==> config.mk <==
export PLATFORM = sky130hd
export DESIGN_NAME = cv_quantized_table_oscillator_flat
export DESIGN_NICKNAME = d
export VERILOG_FILES = /design/src/rtl/core/cqto_pkg.sv /design/src/rtl/core/cqto_if.sv /design/src/rtl/core/cqto_note_stage.sv /design/src/rtl/core/cqto_phase_acc.sv /design/src/rtl/core/cqto_wave_out.sv /design/src/rtl/core/cv_quantized_table_oscillator.sv /design/src/flat_wrapper.sv
export SDC_FILE = /design/constraint.sdc
export NUM_CORES = 1
export LEC_CHECK = 0
export BUFFER_PORTS_ARGS = -buffer_cell sky130_fd_sc_hd__buf_2
export CAP_MARGIN = 5
export CORE_ASPECT_RATIO = 1.5
export CORE_UTILIZATION = 35
export CTS_BUF_LIST = sky130_fd_sc_hd__clkbuf_16
export DETAILED_ROUTE_END_ITERATION = 8
export PLACE_DENSITY = 0.6
export SYNTH_ARGS = -nofsm -noshare
export SYNTH_HDL_FRONTEND = slang
export SYNTH_SLANG_ARGS = --single-unit
==> constraint.sdc <==
create_clock -name clk -period 8.75 [get_ports clk]
set_input_delay 0.875 -clock clk [delete_from_list [all_inputs] [get_ports clk]]
set_output_delay 0.875 -clock clk [all_outputs]
set_load 0.02 [all_outputs]
==> src/rtl/core/cqto_pkg.sv <==
// shared types, constants and table builders for the wavetable oscillator
package cqto_pkg;

  localparam int unsigned TABLE_ENTRIES       = 512;
  localparam int unsigned PHASE_FRACTION_BITS = 23;
  localparam int unsigned IDX_W               = $clog2(TABLE_ENTRIES);
  localparam int unsigned PHASE_W             = IDX_W + PHASE_FRACTION_BITS;
  localparam int unsigned HALF_ENTRIES        = TABLE_ENTRIES / 2;
  localparam int unsigned SAW_SPAN            = TABLE_ENTRIES - 1;

  localparam int unsigned LEVEL_W    = 12;
  localparam int unsigned NOTE_COUNT = 92;
  localparam logic [LEVEL_W-1:0] THRESHOLD_RESET = LEVEL_W'(500);
  localparam logic [LEVEL_W-1:0] CODE_MAX        = LEVEL_W'(4095);

  // index times full scale, and the reciprocal used for the saw divide
  localparam int unsigned SCALE_W    = IDX_W + LEVEL_W;
  localparam int unsigned SAW_SHIFT  = SCALE_W + IDX_W;
  localparam int unsigned RECIP_W    = SCALE_W + 2;
  localparam int unsigned SAW_PROD_W = SCALE_W + RECIP_W;
  localparam logic [RECIP_W-1:0] SAW_RECIP =
    RECIP_W'(((64'd1 << SAW_SHIFT) + 64'(SAW_SPAN) - 64'd1) / 64'(SAW_SPAN));

  localparam logic [63:0] DEFAULT_CENTIHZ = 64'd44000;
  localparam logic [63:0] RATE_DIVISOR    = 64'd1025000;
  localparam logic [63:0] PI_Q30          = 64'd3373259426;
  localparam logic [63:0] HALF_PI_Q30     = 64'd1686629713;
  localparam logic signed [63:0] ONE_Q30  = 64'sd1073741824;

  typedef enum logic [1:0] {
    WAVE_SINE   = 2'd0,
    WAVE_TRI    = 2'd1,
    WAVE_SAW    = 2'd2,
    WAVE_SQUARE = 2'd3
  } wave_kind_t;

  typedef logic [LEVEL_W-1:0] level_t;
  typedef logic [PHASE_W-1:0] phase_t;
  typedef logic [IDX_W-1:0]   idx_t;
  typedef logic [IDX_W-2:0]   half_idx_t;

  typedef level_t half_rom_t [HALF_ENTRIES];
  typedef phase_t inc_rom_t [NOTE_COUNT];
  typedef logic [15:0] upper_tbl_t [NOTE_COUNT];
  typedef logic [31:0] centihz_tbl_t [NOTE_COUNT];
  typedef logic [63:0] taylor_tbl_t [7];

  // request passed from the note stage to the phase accumulator
  typedef struct packed {
    wave_kind_t kind;
    phase_t     inc;
  } step_t;

  // request passed from the phase accumulator to the wave stage
  typedef struct packed {
    wave_kind_t kind;
    idx_t       idx;
  } sample_t;

  localparam upper_tbl_t NOTE_UPPER = '{
    16'd47, 16'd113, 16'd149, 16'd186, 16'd222, 16'd257, 16'd290, 16'd326, 16'd365,
    16'd402, 16'd438, 16'd474, 16'd510, 16'd546, 16'd582, 16'd620, 16'd658, 16'd696,
    16'd732, 16'd768, 16'd805, 16'd841, 16'd880, 16'd915, 16'd950, 16'd989, 16'd1027,
    16'd1065, 16'd1101, 16'd1139, 16'd1178, 16'd1214, 16'd1249, 16'd1288,
    16'd1326, 16'd1362, 16'd1399, 16'd1436, 16'd1472, 16'd1506, 16'd1546, 16'd1588,
    16'd1624, 16'd1660, 16'd1698, 16'd1733, 16'd1768, 16'd1804,
    16'd1842, 16'd1875, 16'd1911, 16'd1952, 16'd1985, 16'd2017, 16'd2059, 16'd2102,
    16'd2140, 16'd2175, 16'd2207, 16'd2243, 16'd2280, 16'd2318,
    16'd2354, 16'd2391, 16'd2429, 16'd2465, 16'd2505, 16'd2543, 16'd2579, 16'd2617,
    16'd2653, 16'd2691, 16'd2728, 16'd2766, 16'd2804, 16'd2843,
    16'd2883, 16'd2923, 16'd2965, 16'd3005, 16'd3051, 16'd3099, 16'd3143, 16'd3191,
    16'd3243, 16'd3298, 16'd3351, 16'd3403, 16'd3462, 16'd3522,
    16'd3585, 16'd3649
  };

  localparam centihz_tbl_t NOTE_CENTIHZ = '{
    32'd147998, 32'd139691, 32'd131851, 32'd124451, 32'd117466, 32'd110873,
    32'd104650, 32'd98777, 32'd93233, 32'd88000,
    32'd83061, 32'd83061, 32'd78399, 32'd73999, 32'd69846, 32'd65926, 32'd62225,
    32'd58733, 32'd55437, 32'd52325, 32'd49388, 32'd46616,
    32'd44000, 32'd41530, 32'd39200, 32'd36999, 32'd34923, 32'd32963, 32'd31113,
    32'd29366, 32'd27718, 32'd26163, 32'd24694, 32'd23308,
    32'd22000, 32'd20765, 32'd19600, 32'd18500, 32'd17461, 32'd16481, 32'd15556,
    32'd14683, 32'd13859, 32'd13081, 32'd12347, 32'd11654,
    32'd11000, 32'd10383, 32'd9800, 32'd9250, 32'd8731, 32'd8241, 32'd7778, 32'd7342,
    32'd6930, 32'd6541, 32'd6174, 32'd5827, 32'd5500, 32'd5191,
    32'd4900, 32'd4625, 32'd4365, 32'd4120, 32'd3889, 32'd3671, 32'd3465, 32'd3270,
    32'd3087, 32'd2914, 32'd2750, 32'd2596, 32'd2450, 32'd2312,
    32'd2183, 32'd2060, 32'd1945, 32'd1835, 32'd1732, 32'd1635, 32'd1543, 32'd1457,
    32'd1375, 32'd1298, 32'd1226, 32'd1157, 32'd1092, 32'd1031,
    32'd973, 32'd919, 32'd867, 32'd819
  };

  // (2k)(2k+1) for k = 1..7
  localparam taylor_tbl_t TAYLOR_DIV = '{
    64'd6, 64'd20, 64'd42, 64'd72, 64'd110, 64'd156, 64'd210
  };

  // phase increment, rounded half up: centihz * E * 2^F / 1025000
  function automatic phase_t note_inc(input logic [63:0] centihz);
    logic [63:0] scaled;
    scaled = (centihz * 64'(TABLE_ENTRIES)) << PHASE_FRACTION_BITS;
    return PHASE_W'((scaled + RATE_DIVISOR / 2) / RATE_DIVISOR);
  endfunction

  function automatic inc_rom_t build_inc_rom();
    inc_rom_t rom;
    for (int i = 0; i < NOTE_COUNT; i++) begin
      rom[i] = note_inc(64'(NOTE_CENTIHZ[i]));
    end
    return rom;
  endfunction

  // quadrant-folded taylor series in q30, evaluated at elaboration only
  function automatic level_t sine_code(input int unsigned idx);
    logic [63:0]        theta;
    logic [63:0]        t2;
    logic [63:0]        term;
    logic signed [63:0] s;
    logic               neg;
    theta = (64'd2 * PI_Q30 * 64'(idx)) / 64'(TABLE_ENTRIES);
    neg   = 1'b0;
    if (theta >= PI_Q30) begin
      theta = theta - PI_Q30;
      neg   = 1'b1;
    end
    if (theta > HALF_PI_Q30) begin
      theta = (theta >= PI_Q30) ? 64'd0 : PI_Q30 - theta;
    end
    t2   = (theta * theta) >> 30;
    term = theta;
    s    = $signed(theta);
    for (int k = 1; k <= 7; k++) begin
      term = ((term * t2) >> 30) / TAYLOR_DIV[k-1];
      if (k[0]) begin
        s = s - $signed(term);
      end else begin
        s = s + $signed(term);
      end
    end
    if (s > ONE_Q30) s = ONE_Q30;
    if (s < 0) s = 64'sd0;
    if (neg) s = -s;
    return LEVEL_W'(((ONE_Q30 + s) * 64'sd4095) >>> 31);
  endfunction

  // positive lobe only, the negative lobe is derived from it
  function automatic half_rom_t build_sine_rom();
    half_rom_t rom;
    for (int i = 0; i < HALF_ENTRIES; i++) begin
      rom[i] = sine_code(i);
    end
    return rom;
  endfunction

endpackage

==> src/rtl/core/cqto_if.sv <==
// valid/ready channel interfaces for tick input, sample output and threshold writes
interface cqto_in_if;
  import cqto_pkg::*;
  logic   valid;
  logic   ready;
  level_t pot_level;
  level_t cv_level;
  level_t mode_switch_level;
  modport source (output valid, output pot_level, output cv_level,
                  output mode_switch_level, input ready);
  modport sink (input valid, input pot_level, input cv_level,
                input mode_switch_level, output ready);
endinterface

interface cqto_out_if;
  import cqto_pkg::*;
  logic       valid;
  logic       ready;
  level_t     dac_code;
  logic [1:0] wave_kind;
  modport source (output valid, output dac_code, output wave_kind, input ready);
  modport sink (input valid, input dac_code, input wave_kind, output ready);
endinterface

interface cqto_cfg_if;
  import cqto_pkg::*;
  logic   valid;
  logic   ready;
  level_t osc_switch_threshold;
  modport source (output valid, output osc_switch_threshold, input ready);
  modport sink (input valid, input osc_switch_threshold, output ready);
endinterface

==> src/rtl/core/cqto_note_stage.sv <==
// input stage: threshold register, run gate, waveform pick and cv-to-increment lookup
module cqto_note_stage (
  input  logic           clk,
  input  logic           rst_n,
  cqto_in_if.sink        in_chan,
  cqto_cfg_if.sink       cfg_chan,
  output logic           step_valid,
  input  logic           step_ready,
  output cqto_pkg::step_t step
);
  import cqto_pkg::*;

  localparam inc_rom_t INC_ROM     = build_inc_rom();
  localparam phase_t   DEFAULT_INC = note_inc(DEFAULT_CENTIHZ);

  level_t thresh_r;
  logic   valid_r;
  step_t  step_r;
  phase_t inc_sel;
  logic   run;
  logic   take;

  assign cfg_chan.ready = 1'b1;

  always_ff @(posedge clk) begin
    if (!rst_n) begin
      thresh_r <= THRESHOLD_RESET;
    end else if (cfg_chan.valid) begin
      thresh_r <= cfg_chan.osc_switch_threshold;
    end
  end

  // first range whose upper bound lies above the cv reading
  always_comb begin
    inc_sel = DEFAULT_INC;
    for (int i = NOTE_COUNT - 1; i >= 0; i--) begin
      if (16'(in_chan.cv_level) < NOTE_UPPER[i]) inc_sel = INC_ROM[i];
    end
  end

  assign run           = in_chan.mode_switch_level > thresh_r;
  assign in_chan.ready = !valid_r || step_ready;
  assign take          = in_chan.valid && in_chan.ready;

  always_ff @(posedge clk) begin
    if (!rst_n) begin
      valid_r <= 1'b0;
    end else if (in_chan.ready) begin
      valid_r <= in_chan.valid && run;
    end
  end

  always_ff @(posedge clk) begin
    if (take && run) begin
      step_r.kind <= wave_kind_t'(in_chan.pot_level[LEVEL_W-1 -: 2]);
      step_r.inc  <= inc_sel;
    end
  end

  assign step_valid = valid_r;
  assign step       = step_r;

endmodule

==> src/rtl/core/cqto_phase_acc.sv <==
// phase accumulator with waveform-change clear and single wrap
module cqto_phase_acc (
  input  logic             clk,
  input  logic             rst_n,
  input  logic             step_valid,
  output logic             step_ready,
  input  cqto_pkg::step_t  step,
  output logic             sample_valid,
  input  logic             sample_ready,
  output cqto_pkg::sample_t sample
);
  import cqto_pkg::*;

  localparam logic [PHASE_W:0] MODULUS = (PHASE_W + 1)'(TABLE_ENTRIES) << PHASE_FRACTION_BITS;

  phase_t           phase_r;
  phase_t           phase_nxt;
  wave_kind_t       last_kind_r;
  logic             valid_r;
  sample_t          sample_r;
  phase_t           base;
  logic [PHASE_W:0] sum;
  logic             take;

  assign step_ready = !valid_r || sample_ready;
  assign take       = step_valid && step_ready;

  always_comb begin
    base = (step.kind != last_kind_r) ? '0 : phase_r;
    sum  = {1'b0, base} + {1'b0, step.inc};
    if (sum >= MODULUS) begin
      phase_nxt = PHASE_W'(sum - MODULUS);
    end else begin
      phase_nxt = PHASE_W'(sum);
    end
  end

  always_ff @(posedge clk) begin
    if (!rst_n) begin
      phase_r     <= '0;
      last_kind_r <= WAVE_SINE;
      valid_r     <= 1'b0;
    end else begin
      if (take) begin
        phase_r     <= phase_nxt;
        last_kind_r <= step.kind;
      end
      if (step_ready) begin
        valid_r <= step_valid;
      end
    end
  end

  always_ff @(posedge clk) begin
    if (take) begin
      sample_r.kind <= step.kind;
      sample_r.idx  <= phase_nxt[PHASE_W-1 -: IDX_W];
    end
  end

  assign sample_valid = valid_r;
  assign sample       = sample_r;

endmodule

==> src/rtl/core/cqto_wave_out.sv <==
// waveform table read into the result register
module cqto_wave_out (
  input  logic              clk,
  input  logic              rst_n,
  input  logic              sample_valid,
  output logic              sample_ready,
  input  cqto_pkg::sample_t sample,
  cqto_out_if.source        out_chan
);
  import cqto_pkg::*;

  localparam half_rom_t SINE_ROM = build_sine_rom();

  logic                  valid_r;
  level_t                code_r;
  wave_kind_t            kind_r;
  level_t                code_nxt;
  logic                  take;
  logic                  upper_half;
  half_idx_t             half_idx;
  level_t                sine_pos;
  level_t                sine_val;
  idx_t                  tri_dist;
  logic [SCALE_W-1:0]    tri_prod;
  logic [SCALE_W-1:0]    saw_prod;
  logic [SAW_PROD_W-1:0] saw_full;

  assign sample_ready = !valid_r || out_chan.ready;
  assign take         = sample_valid && sample_ready;

  assign upper_half = sample.idx[IDX_W-1];
  assign half_idx   = sample.idx[IDX_W-2:0];
  assign sine_pos   = SINE_ROM[half_idx];

  // negative lobe mirrors the positive one, one code lower except at the peak
  assign sine_val = !upper_half ? sine_pos :
                    (sine_pos == CODE_MAX) ? '0 : (CODE_MAX - sine_pos) - level_t'(1);

  // distance back to the table end on the falling half
  assign tri_dist = upper_half ? (IDX_W'(TABLE_ENTRIES) - sample.idx) : sample.idx;
  assign tri_prod = (SCALE_W'(tri_dist) << LEVEL_W) - SCALE_W'(tri_dist);
  assign saw_prod = (SCALE_W'(sample.idx) << LEVEL_W) - SCALE_W'(sample.idx);
  assign saw_full = SAW_PROD_W'(saw_prod) * SAW_PROD_W'(SAW_RECIP);

  always_comb begin
    case (sample.kind)
      WAVE_SINE:   code_nxt = sine_val;
      WAVE_TRI:    code_nxt = LEVEL_W'(tri_prod >> (IDX_W - 1));
      WAVE_SAW:    code_nxt = LEVEL_W'(saw_full >> SAW_SHIFT);
      WAVE_SQUARE: code_nxt = upper_half ? CODE_MAX : '0;
      default:     code_nxt = '0;
    endcase
  end

  always_ff @(posedge clk) begin
    if (!rst_n) begin
      valid_r <= 1'b0;
    end else if (sample_ready) begin
      valid_r <= sample_valid;
    end
  end

  always_ff @(posedge clk) begin
    if (take) begin
      code_r <= code_nxt;
      kind_r <= sample.kind;
    end
  end

  assign out_chan.valid     = valid_r;
  assign out_chan.dac_code  = code_r;
  assign out_chan.wave_kind = 2'(kind_r);

endmodule

==> src/rtl/core/cv_quantized_table_oscillator.sv <==
// top level of the cv-driven wavetable oscillator
// Takes one sample tick per clock while results are drained and returns one
// 12-bit dac code per tick whose switch reading is above the threshold; ticks at
// or below it give no sample and leave the phase untouched. A taken tick passes
// three registers: after the note lookup, after the phase accumulator and after
// the waveform table read. The phase accumulator closes its loop in its phase
// register, so ticks are taken back to back as long as results are drained; a
// stalled result holds the pipeline without dropping anything. The threshold is
// written through the cfg channel, which is always ready, and resets to 500.
module cv_quantized_table_oscillator (
  input  logic       clk,
  input  logic       rst_n,
  cqto_in_if.sink    in_chan,
  cqto_out_if.source out_chan,
  cqto_cfg_if.sink   cfg_chan
);
  import cqto_pkg::*;

  logic    step_valid;
  logic    step_ready;
  step_t   step;
  logic    sample_valid;
  logic    sample_ready;
  sample_t sample;

  cqto_note_stage u_note (
    .clk        (clk),
    .rst_n      (rst_n),
    .in_chan    (in_chan),
    .cfg_chan   (cfg_chan),
    .step_valid (step_valid),
    .step_ready (step_ready),
    .step       (step)
  );

  cqto_phase_acc u_phase (
    .clk          (clk),
    .rst_n        (rst_n),
    .step_valid   (step_valid),
    .step_ready   (step_ready),
    .step         (step),
    .sample_valid (sample_valid),
    .sample_ready (sample_ready),
    .sample       (sample)
  );

  cqto_wave_out u_wave (
    .clk          (clk),
    .rst_n        (rst_n),
    .sample_valid (sample_valid),
    .sample_ready (sample_ready),
    .sample       (sample),
    .out_chan     (out_chan)
  );

endmodule

==> src/flat_wrapper.sv <==
// flat-port wrapper written by rule: the top's interface ports become plain ports
module cv_quantized_table_oscillator_flat import cqto_pkg::*;
  (clk, rst_n, in_chan_valid, in_chan_pot_level, in_chan_cv_level, in_chan_mode_switch_level, in_chan_ready, out_chan_valid, out_chan_dac_code, out_chan_wave_kind, out_chan_ready, cfg_chan_valid, cfg_chan_osc_switch_threshold, cfg_chan_ready);
  cqto_in_if in_chan_i ();
  cqto_out_if out_chan_i ();
  cqto_cfg_if cfg_chan_i ();
  input  logic clk;
  input  logic rst_n;
  input wire logic [$bits(in_chan_i.valid)-1:0] in_chan_valid;
  input wire logic [$bits(in_chan_i.pot_level)-1:0] in_chan_pot_level;
  input wire logic [$bits(in_chan_i.cv_level)-1:0] in_chan_cv_level;
  input wire logic [$bits(in_chan_i.mode_switch_level)-1:0] in_chan_mode_switch_level;
  output wire logic [$bits(in_chan_i.ready)-1:0] in_chan_ready;
  output wire logic [$bits(out_chan_i.valid)-1:0] out_chan_valid;
  output wire logic [$bits(out_chan_i.dac_code)-1:0] out_chan_dac_code;
  output wire logic [$bits(out_chan_i.wave_kind)-1:0] out_chan_wave_kind;
  input wire logic [$bits(out_chan_i.ready)-1:0] out_chan_ready;
  input wire logic [$bits(cfg_chan_i.valid)-1:0] cfg_chan_valid;
  input wire logic [$bits(cfg_chan_i.osc_switch_threshold)-1:0] cfg_chan_osc_switch_threshold;
  output wire logic [$bits(cfg_chan_i.ready)-1:0] cfg_chan_ready;
  assign in_chan_i.valid = in_chan_valid;
  assign in_chan_i.pot_level = in_chan_pot_level;
  assign in_chan_i.cv_level = in_chan_cv_level;
  assign in_chan_i.mode_switch_level = in_chan_mode_switch_level;
  assign in_chan_ready = in_chan_i.ready;
  assign out_chan_valid = out_chan_i.valid;
  assign out_chan_dac_code = out_chan_i.dac_code;
  assign out_chan_wave_kind = out_chan_i.wave_kind;
  assign out_chan_i.ready = out_chan_ready;
  assign cfg_chan_i.valid = cfg_chan_valid;
  assign cfg_chan_i.osc_switch_threshold = cfg_chan_osc_switch_threshold;
  assign cfg_chan_ready = cfg_chan_i.ready;
  cv_quantized_table_oscillator u_core (.clk(clk), .rst_n(rst_n), .in_chan(in_chan_i), .out_chan(out_chan_i), .cfg_chan(cfg_chan_i));
endmodule
=== Word level (Yosys, flattened, before mapping) ===
Memories as Yosys holds them, arrays and structs flattened.
Cells that the tools add are included.

* Muxes and demuxes: 100
* $add $sub $neg: 7
* Reduce and logical (&&, ||, !) cells: 17
* Bitwise logic cells: 1
* Magnitude comparators: 95
* $mul: 1
* Equality and inequality tests: 5

{| class="wikitable"
|+ Operators by type and width
! cell !! count
|-
| 30-bit two-way mux || 88
|-
| 12-bit less-than comparator (second input constant) || 38
|-
| 12-bit by 11-bit less-than comparator with 1-bit output (second input constant) || 28
|-
| 12-bit by 10-bit less-than comparator with 1-bit output (second input constant) || 13
|-
| 12-bit by 9-bit less-than comparator with 1-bit output (second input constant) || 8
|-
| 91-bit OR reduction || 1
|-
| 32-bit two-way mux || 2
|-
| 12-bit two-way mux || 5
|-
| 27-bit two-way mux || 2
|-
| 12-bit case mux with 4 select lines || 1
|-
| 21-bit by 22-bit multiplier with 42-bit output (second input constant) || 1
|-
| 12-bit by 8-bit less-than comparator with 1-bit output (second input constant) || 3
|-
| 32-bit by 32-bit adder with 33-bit output || 1
|-
| 33-bit greater-or-equal comparator (second input constant) || 1
|-
| 32-bit by 1-bit subtractor with 32-bit output (second input constant) || 1
|-
| 28-bit two-way mux || 1
|-
| 21-bit by 9-bit subtractor with 21-bit output || 1
|-
| 20-bit by 9-bit subtractor with 20-bit output || 1
|-
| 12-bit == test (second input constant) || 1
|-
| 12-bit > comparator || 1
|-
| 12-bit by 6-bit less-than comparator with 1-bit output (second input constant) || 1
|-
| 12-bit by 7-bit less-than comparator with 1-bit output (second input constant) || 1
|-
| 12-bit by 1-bit subtractor with 12-bit output (second input constant) || 1
|-
| 12-bit subtractor (first input constant) || 1
|-
| 15 further kinds || 24
|}

* Output and inout bits: 17
* Register bits after elaboration: 108
* ROM bits: 3,072
* Word-level logic and storage cells: 244
* Memories kept: 1
* Input port bits: 53

{| class="wikitable"
|+ Memory list
! memory !! depth !! bits a word !! read ports !! clocked after memory_dff !! wr ports !! line !! source
|-
| (name not given) || 256 || 12 || 1 || 0 || 0 || cqto_wave_out.sv:33 || <nowiki>assign sine_pos = SINE_ROM[half_idx];</nowiki>
|}

=== Logic depth before layout (Yosys ltp) ===
* Depth after elaboration: 92
* Depth in mapped cells: 29
* Depth with buffers taken out: 25

=== By module ===
From an unflattened synthesis, not the netlist that was laid out.

* Cells, all modules: 2,466
* Area total of the unflattened synthesis: 18,106.1 µm²

{| class="wikitable"
|+ By module, submodules not included
! module !! cells an instance !! area each (µm²) !! times used !! sequential area each (µm²)
|-
| cqto_wave_out || 1,016 || 7,617.3 || 1 || 440.4
|-
| cqto_note_stage || 1,000 || 6,839.1 || 1 || 1,221.2
|-
| cqto_phase_acc || 450 || 3,649.8 || 1 || 1,031.0
|}

=== Worst setup path after synthesis ===
OpenSTA, ideal clock, no wires.

* Path type: flip-flop to flip-flop
* Start point: reg u_core.u_phase.sample_r, in the netlist u_core.u_phase.sample[2]
* End point: reg u_core.u_wave.code_r[10], in the netlist u_core.u_wave.out_chan.dac_code[10], data pin
* Slack: 2.087 ns
* Required time: 8.466 ns
* Library setup time: 0.284 ns
* Stages on the path, launching flop included: 27
* Clock period less this slack: 6.663 ns
* Buffers on the path: 2
* Arrival time: 6.379 ns
* Cell sequence: edfxtp_1 -> clkinv_1 -> clkbuf_1 -> ha_1 -> clkbuf_1 -> nor2b_1 -> nand3_1 -> nor2_1 -> nand3_1 -> a21o_1 -> ha_1 -> inv_1 -> fa_1 -> inv_1 -> ha_1 -> ha_1 -> ha_1 -> ha_1 -> nand4_1 -> nor4_1 -> a22oi_1 -> o21bai_1 -> a21oi_1 -> o31ai_1 -> nand3_1 -> xnor2_1 -> o221ai_1

* Cells in the longest elaborated chain, start to end: 9
* Elaborated cells on any way between the ends: 15
* Those cells by class: add/sub: 5; mul: 1; eq/ne: 1; mux: 6; bitwise: 1; memory: 1

{| class="wikitable"
|+ Ends and longest elaborated chain
! item !! line !! source
|-
| start, declared || cqto_phase_acc.sv:20 || <nowiki>sample_t sample_r;</nowiki>
|-
| 8-bit NOT with 9-bit output (not written as such) || cqto_wave_out.sv:33 ||
|-
| memory read 256 x 12 bit || -- ||
|-
| 12-bit two-way mux (not written as such) (2 in series) || cqto_wave_out.sv:33 ||
|-
| 12-bit subtractor || cqto_wave_out.sv:37 || <nowiki>(sine_pos == CODE_MAX) ? '0 : (CODE_MAX - sine_pos) - level_t'(1);</nowiki>
|-
| 12-bit by 1-bit subtractor with 12-bit output || cqto_wave_out.sv:37 ||
|-
| 12-bit two-way mux || cqto_wave_out.sv:37 ||
|-
| 12-bit two-way mux || cqto_wave_out.sv:36 || <nowiki>assign sine_val = !upper_half ? sine_pos :</nowiki>
|-
| 12-bit case mux with 4 select lines (*) || cqto_wave_out.sv:46 || <nowiki>case (sample.kind)</nowiki>
|-
| named net u_core.u_wave.code_nxt[10] || cqto_wave_out.sv:17 || <nowiki>level_t code_nxt;</nowiki>
|-
| end signal, assigned || cqto_wave_out.sv:65 || <nowiki>code_r <= code_nxt;</nowiki>
|-
| end, declared || cqto_wave_out.sv:15 || <nowiki>level_t code_r;</nowiki>
|}

Mark *: on every way through the listed nets, which the timed path passes. The rest lies on a longest branch. The select of a mux whose other input is x is not followed.
A chain may end at the register's enable or synchronous reset.

=== Worst setup path after layout ===
* Start point: reg u_core.u_phase.sample_r, in the netlist u_core.u_phase.sample[6]
* End point: reg u_core.u_wave.code_r[10], in the netlist u_core.u_wave.out_chan.dac_code[10], data pin

Same word-level chain as after synthesis.

==> metrics <==
status complete, no violations; I/O pins 70; critical path arrival roughly 7.4 ns; Worst-Skew Late Latency around 0.39 ns; cell with the most instances after synthesis a21oi_1; met1 Use GR 31.7%; drt pass-1 iters 6; global-route wire length before repair around 120000 um; synth cell count leaders a21oi_1 (270), o21ai_0 (231), nand2_1 (230); CP startpoint kind register; DP Worst Slack 1.56 ns; Core ar. approximately 49000 um^2; post-CTS sizing 0; gr usage total between 30% and 40%; PortBufs 58; Syn Nets approximately 2700; xor/xnor cell area share of the yosys netlist 3.46%; die area between 50000 and 60000 um^2; kind of critical path register to register; post-synth top area cell ha_1; RSZ-0062 raised after global routing false; Worst Path Buf+Inv 2; CP endpoint kind register; Seq/Total Area, Yosys about 15%; layout cell share with drive strength beyond 1 under 10%; Setup TNS 0 ns; largest family of logic cells by synthesized area compound AO/OA/AOI/OAI gates; CTS tree done; crit-path cells nor2_1, nand3_1, nor2_1, nand3_1, a21o_1, ha_1, inv_1, fa_1, inv_1, ha_1, ha_1, ha_1, ha_1, nand4_1, nor4_1, a22oi_1, o21bai_1, a21oi_1, o31ai_1, nand3_1, xnor2_1, o221ai_1; Slew Limit Fails 0; DR iter-0 viols ~1900; compound-cell area share of the yosys netlist between 30 and 40%; initial antenna violation count 4; power density over the cells ~110 nW/um^2; Syn Inst Count ~2400; DR vias between 15000 and 20000; Reg power frac approximately 28%; Worst Tran Pin Value between 1 and 1.5 ns; syn_area_per_cell roughly 7.2 um^2; Clock power frac around a fifth; Num CTS Buffers 9; overall power after layout approximately 2.1 mW; top_reg_cell synth edfxtp_1; Final HPWL DP ~59000 um; net switching power figure about 0.94 mW; P_int around 1.1 mW; critical path peak fanout 9; worst clock skew 0.0185 ns; YS warnings 0; CTS Root Cell clkbuf_16; # nets final around 2600; Clock Path Buffers 2; final hold viol count 0; fin cells 3028; fin crit share 83.9%; minimum clock period between 7 and 8 ns; Synth area leaders ha_1 (13%), edfxtp_1 (9.8%), a21oi_1 (7.7%); Placer Congestion 0.986; Largest delay share family, worst path simple AND/OR/NAND/NOR gates; largest stage delay on the critical path approximately 0.7 ns; fmax 0.136 GHz; Post-Place Cells about 3000; count of cell types in the netlist 94; Avg WL per Cell ~26 um; Total Wirelength roughly 78000 um; Hold Slack 0.445 ns; GRT busiest layer met2; final worst slack 1.41 ns; GR Util met2 56.4%; Critical Path Slowest Stage Cell o31ai_1; most used cell, CP ha_1; proportion of synthesized area in mux cells under 10%; register area around 2700 um^2; CP required 8.83 ns; Synth Area in Adders between 15 and 20%; Synth async-reset ratio 0%; number of synthesized flops with an enable pin between 50 and 60; largest net degree at the start of global routing 66; H-tree lvl count 3; num rows between 90 and 100; Synth top area share 13.4%; Vias/cell 6.53; gr ovfl total 0; Peak VDD IR between 0.1 and 0.15 mV; die height roughly 280 um; GR Layer Usage met3 4.02%; Area Overhead vs Synth 5.73%; switching portion of total power a little under half; chip width 184 um; DRT antenna net count 0; vias in the first global route 19300; max cap viols 0; CTS clock-pin slew for the worst setup and hold paths about 0.08 ns; final setup fails 0; post-CTS setup buffer count 0; multi-input logic area 13700 um^2; CTS Hold Buffers Added 0; residual DRC count 0; Simple-Gate Fraction of Synth Area about 22%; #FFs+latches synth between 100 and 150; Initial Utilization a little over a third; Rel. slew slack about 11%; P_leak 7.40 nW; min-delay worst type register to register; Filler cells just over 5000; synthesized area approximately 17000 um^2; Comb pwr share a little over 50%; CTS sink count roughly 110
[final cells by class]
| class | count | share of cell area, % |
|---|---|---|
| Clock inverter | 7 | 0.373 |
| Timing Repair Buffer | 103 | 3.39 |
| Multi-Input combinational cell | 2050 | 74.0 |
| Sequential cell | 106 | 14.6 |
| Inverter | 95 | 1.93 |
| Antenna cell | 2 | 0.0271 |
| Clock buffer | 9 | 1.22 |
| Tap cell | 656 | 4.45 |
[registers in the layout, indices dropped and copies added (netlist names)]
signal and flops:
u_core.u_note.step_valid 1, u_core.u_phase.sample 11, u_core.u_wave.out_chan.dac_code 12, u_core.u_wave.out_chan.valid 1
u_core.u_phase.sample_valid 1, u_core.u_note.step 32, u_core.u_note.thresh_r 12, u_core.u_phase.phase_r 32
u_core.u_phase.last_kind_r 2, u_core.u_wave.out_chan.wave_kind 2
[cells by family after synthesis]
group	Yosys count
muxes	25
xor gates and xnor gates	69
DFF	106
buffers and inverters	263
adders and majority gates	203
AOI/OAI and AO/OA	963
other	1
and+or+nand+nor	789
[metal layers]
| metal | wire length (um) | part of all wire (%) |
|---|---|---|
| met5 | 11 | 0.014 |
| met4 | 5810 | 7.4 |
| met3 | 4500 | 5.8 |
| met2 | 40100 | 51 |
| met1 | 27800 | 36 |
[final timing paths]
kind / to / startpoint / slack (ns) / cells after the start
worst max-delay path: u_core.u_wave.out_chan.dac_code[10] / u_core.u_phase.sample[6] / 1.41 / 22
worst min-delay path: u_core.u_phase.phase_r[16] / u_core.u_phase.phase_r[16] / 0.44 / 2
worst max register to register: u_core.u_wave.out_chan.dac_code[10] / u_core.u_phase.sample[6] / 1.41 / 22
worst min register to register: u_core.u_phase.phase_r[16] / u_core.u_phase.phase_r[16] / 0.44 / 2
[worst min-delay path, stage by stage (launching register included)]
cell and delay, ns:
dfxtp_1 0.31, nand2_1 0.05, a21oi_1 0.05
[per-stage QoR]
| stage | instance area (um^2) | utilization, % |
|---|---|---|
| 2_1_floorplan | 17500 | - |
| 3_3_place_gp | 18200 | 37.1 |
| 3_5_place_dp | 18200 | 37.1 |
| 4_1_cts | 18400 | 37.7 |
| 5_1_grt | 18500 | 37.7 |
| 6_report | 18500 | 37.7 |
[cells in the final DEF (no fill, tap or decap), drive strengths merged, types with 22 or more instances in the layout]
cell / instances
xnor2: 49
o21ai: 240
o211ai: 49
a31oi: 39
nor2: 180
nor3: 46
nor2b: 45
buf: 103
o221ai: 34
ha: 187
nand4: 23
and3: 22
a21o: 47
o31ai: 22
o21a: 37
and2: 57
nand3: 61
a21oi: 270
dfxtp: 49
edfxtp: 57
nand2b: 37
a211oi: 45
inv: 94
nand2: 230
[power by group through the flow]
stage                     logic, mW  clock network, mW  registers [mW]
final                          1.07              0.435           0.585
after global routing           1.17              0.457           0.588
after CTS                      1.04              0.442           0.584
after detailed placement       1.03                  0           0.596
after global placement         1.03                  0           0.595
after floorplan               0.711                  0           0.589
Power figures use the tool's default switching activity.
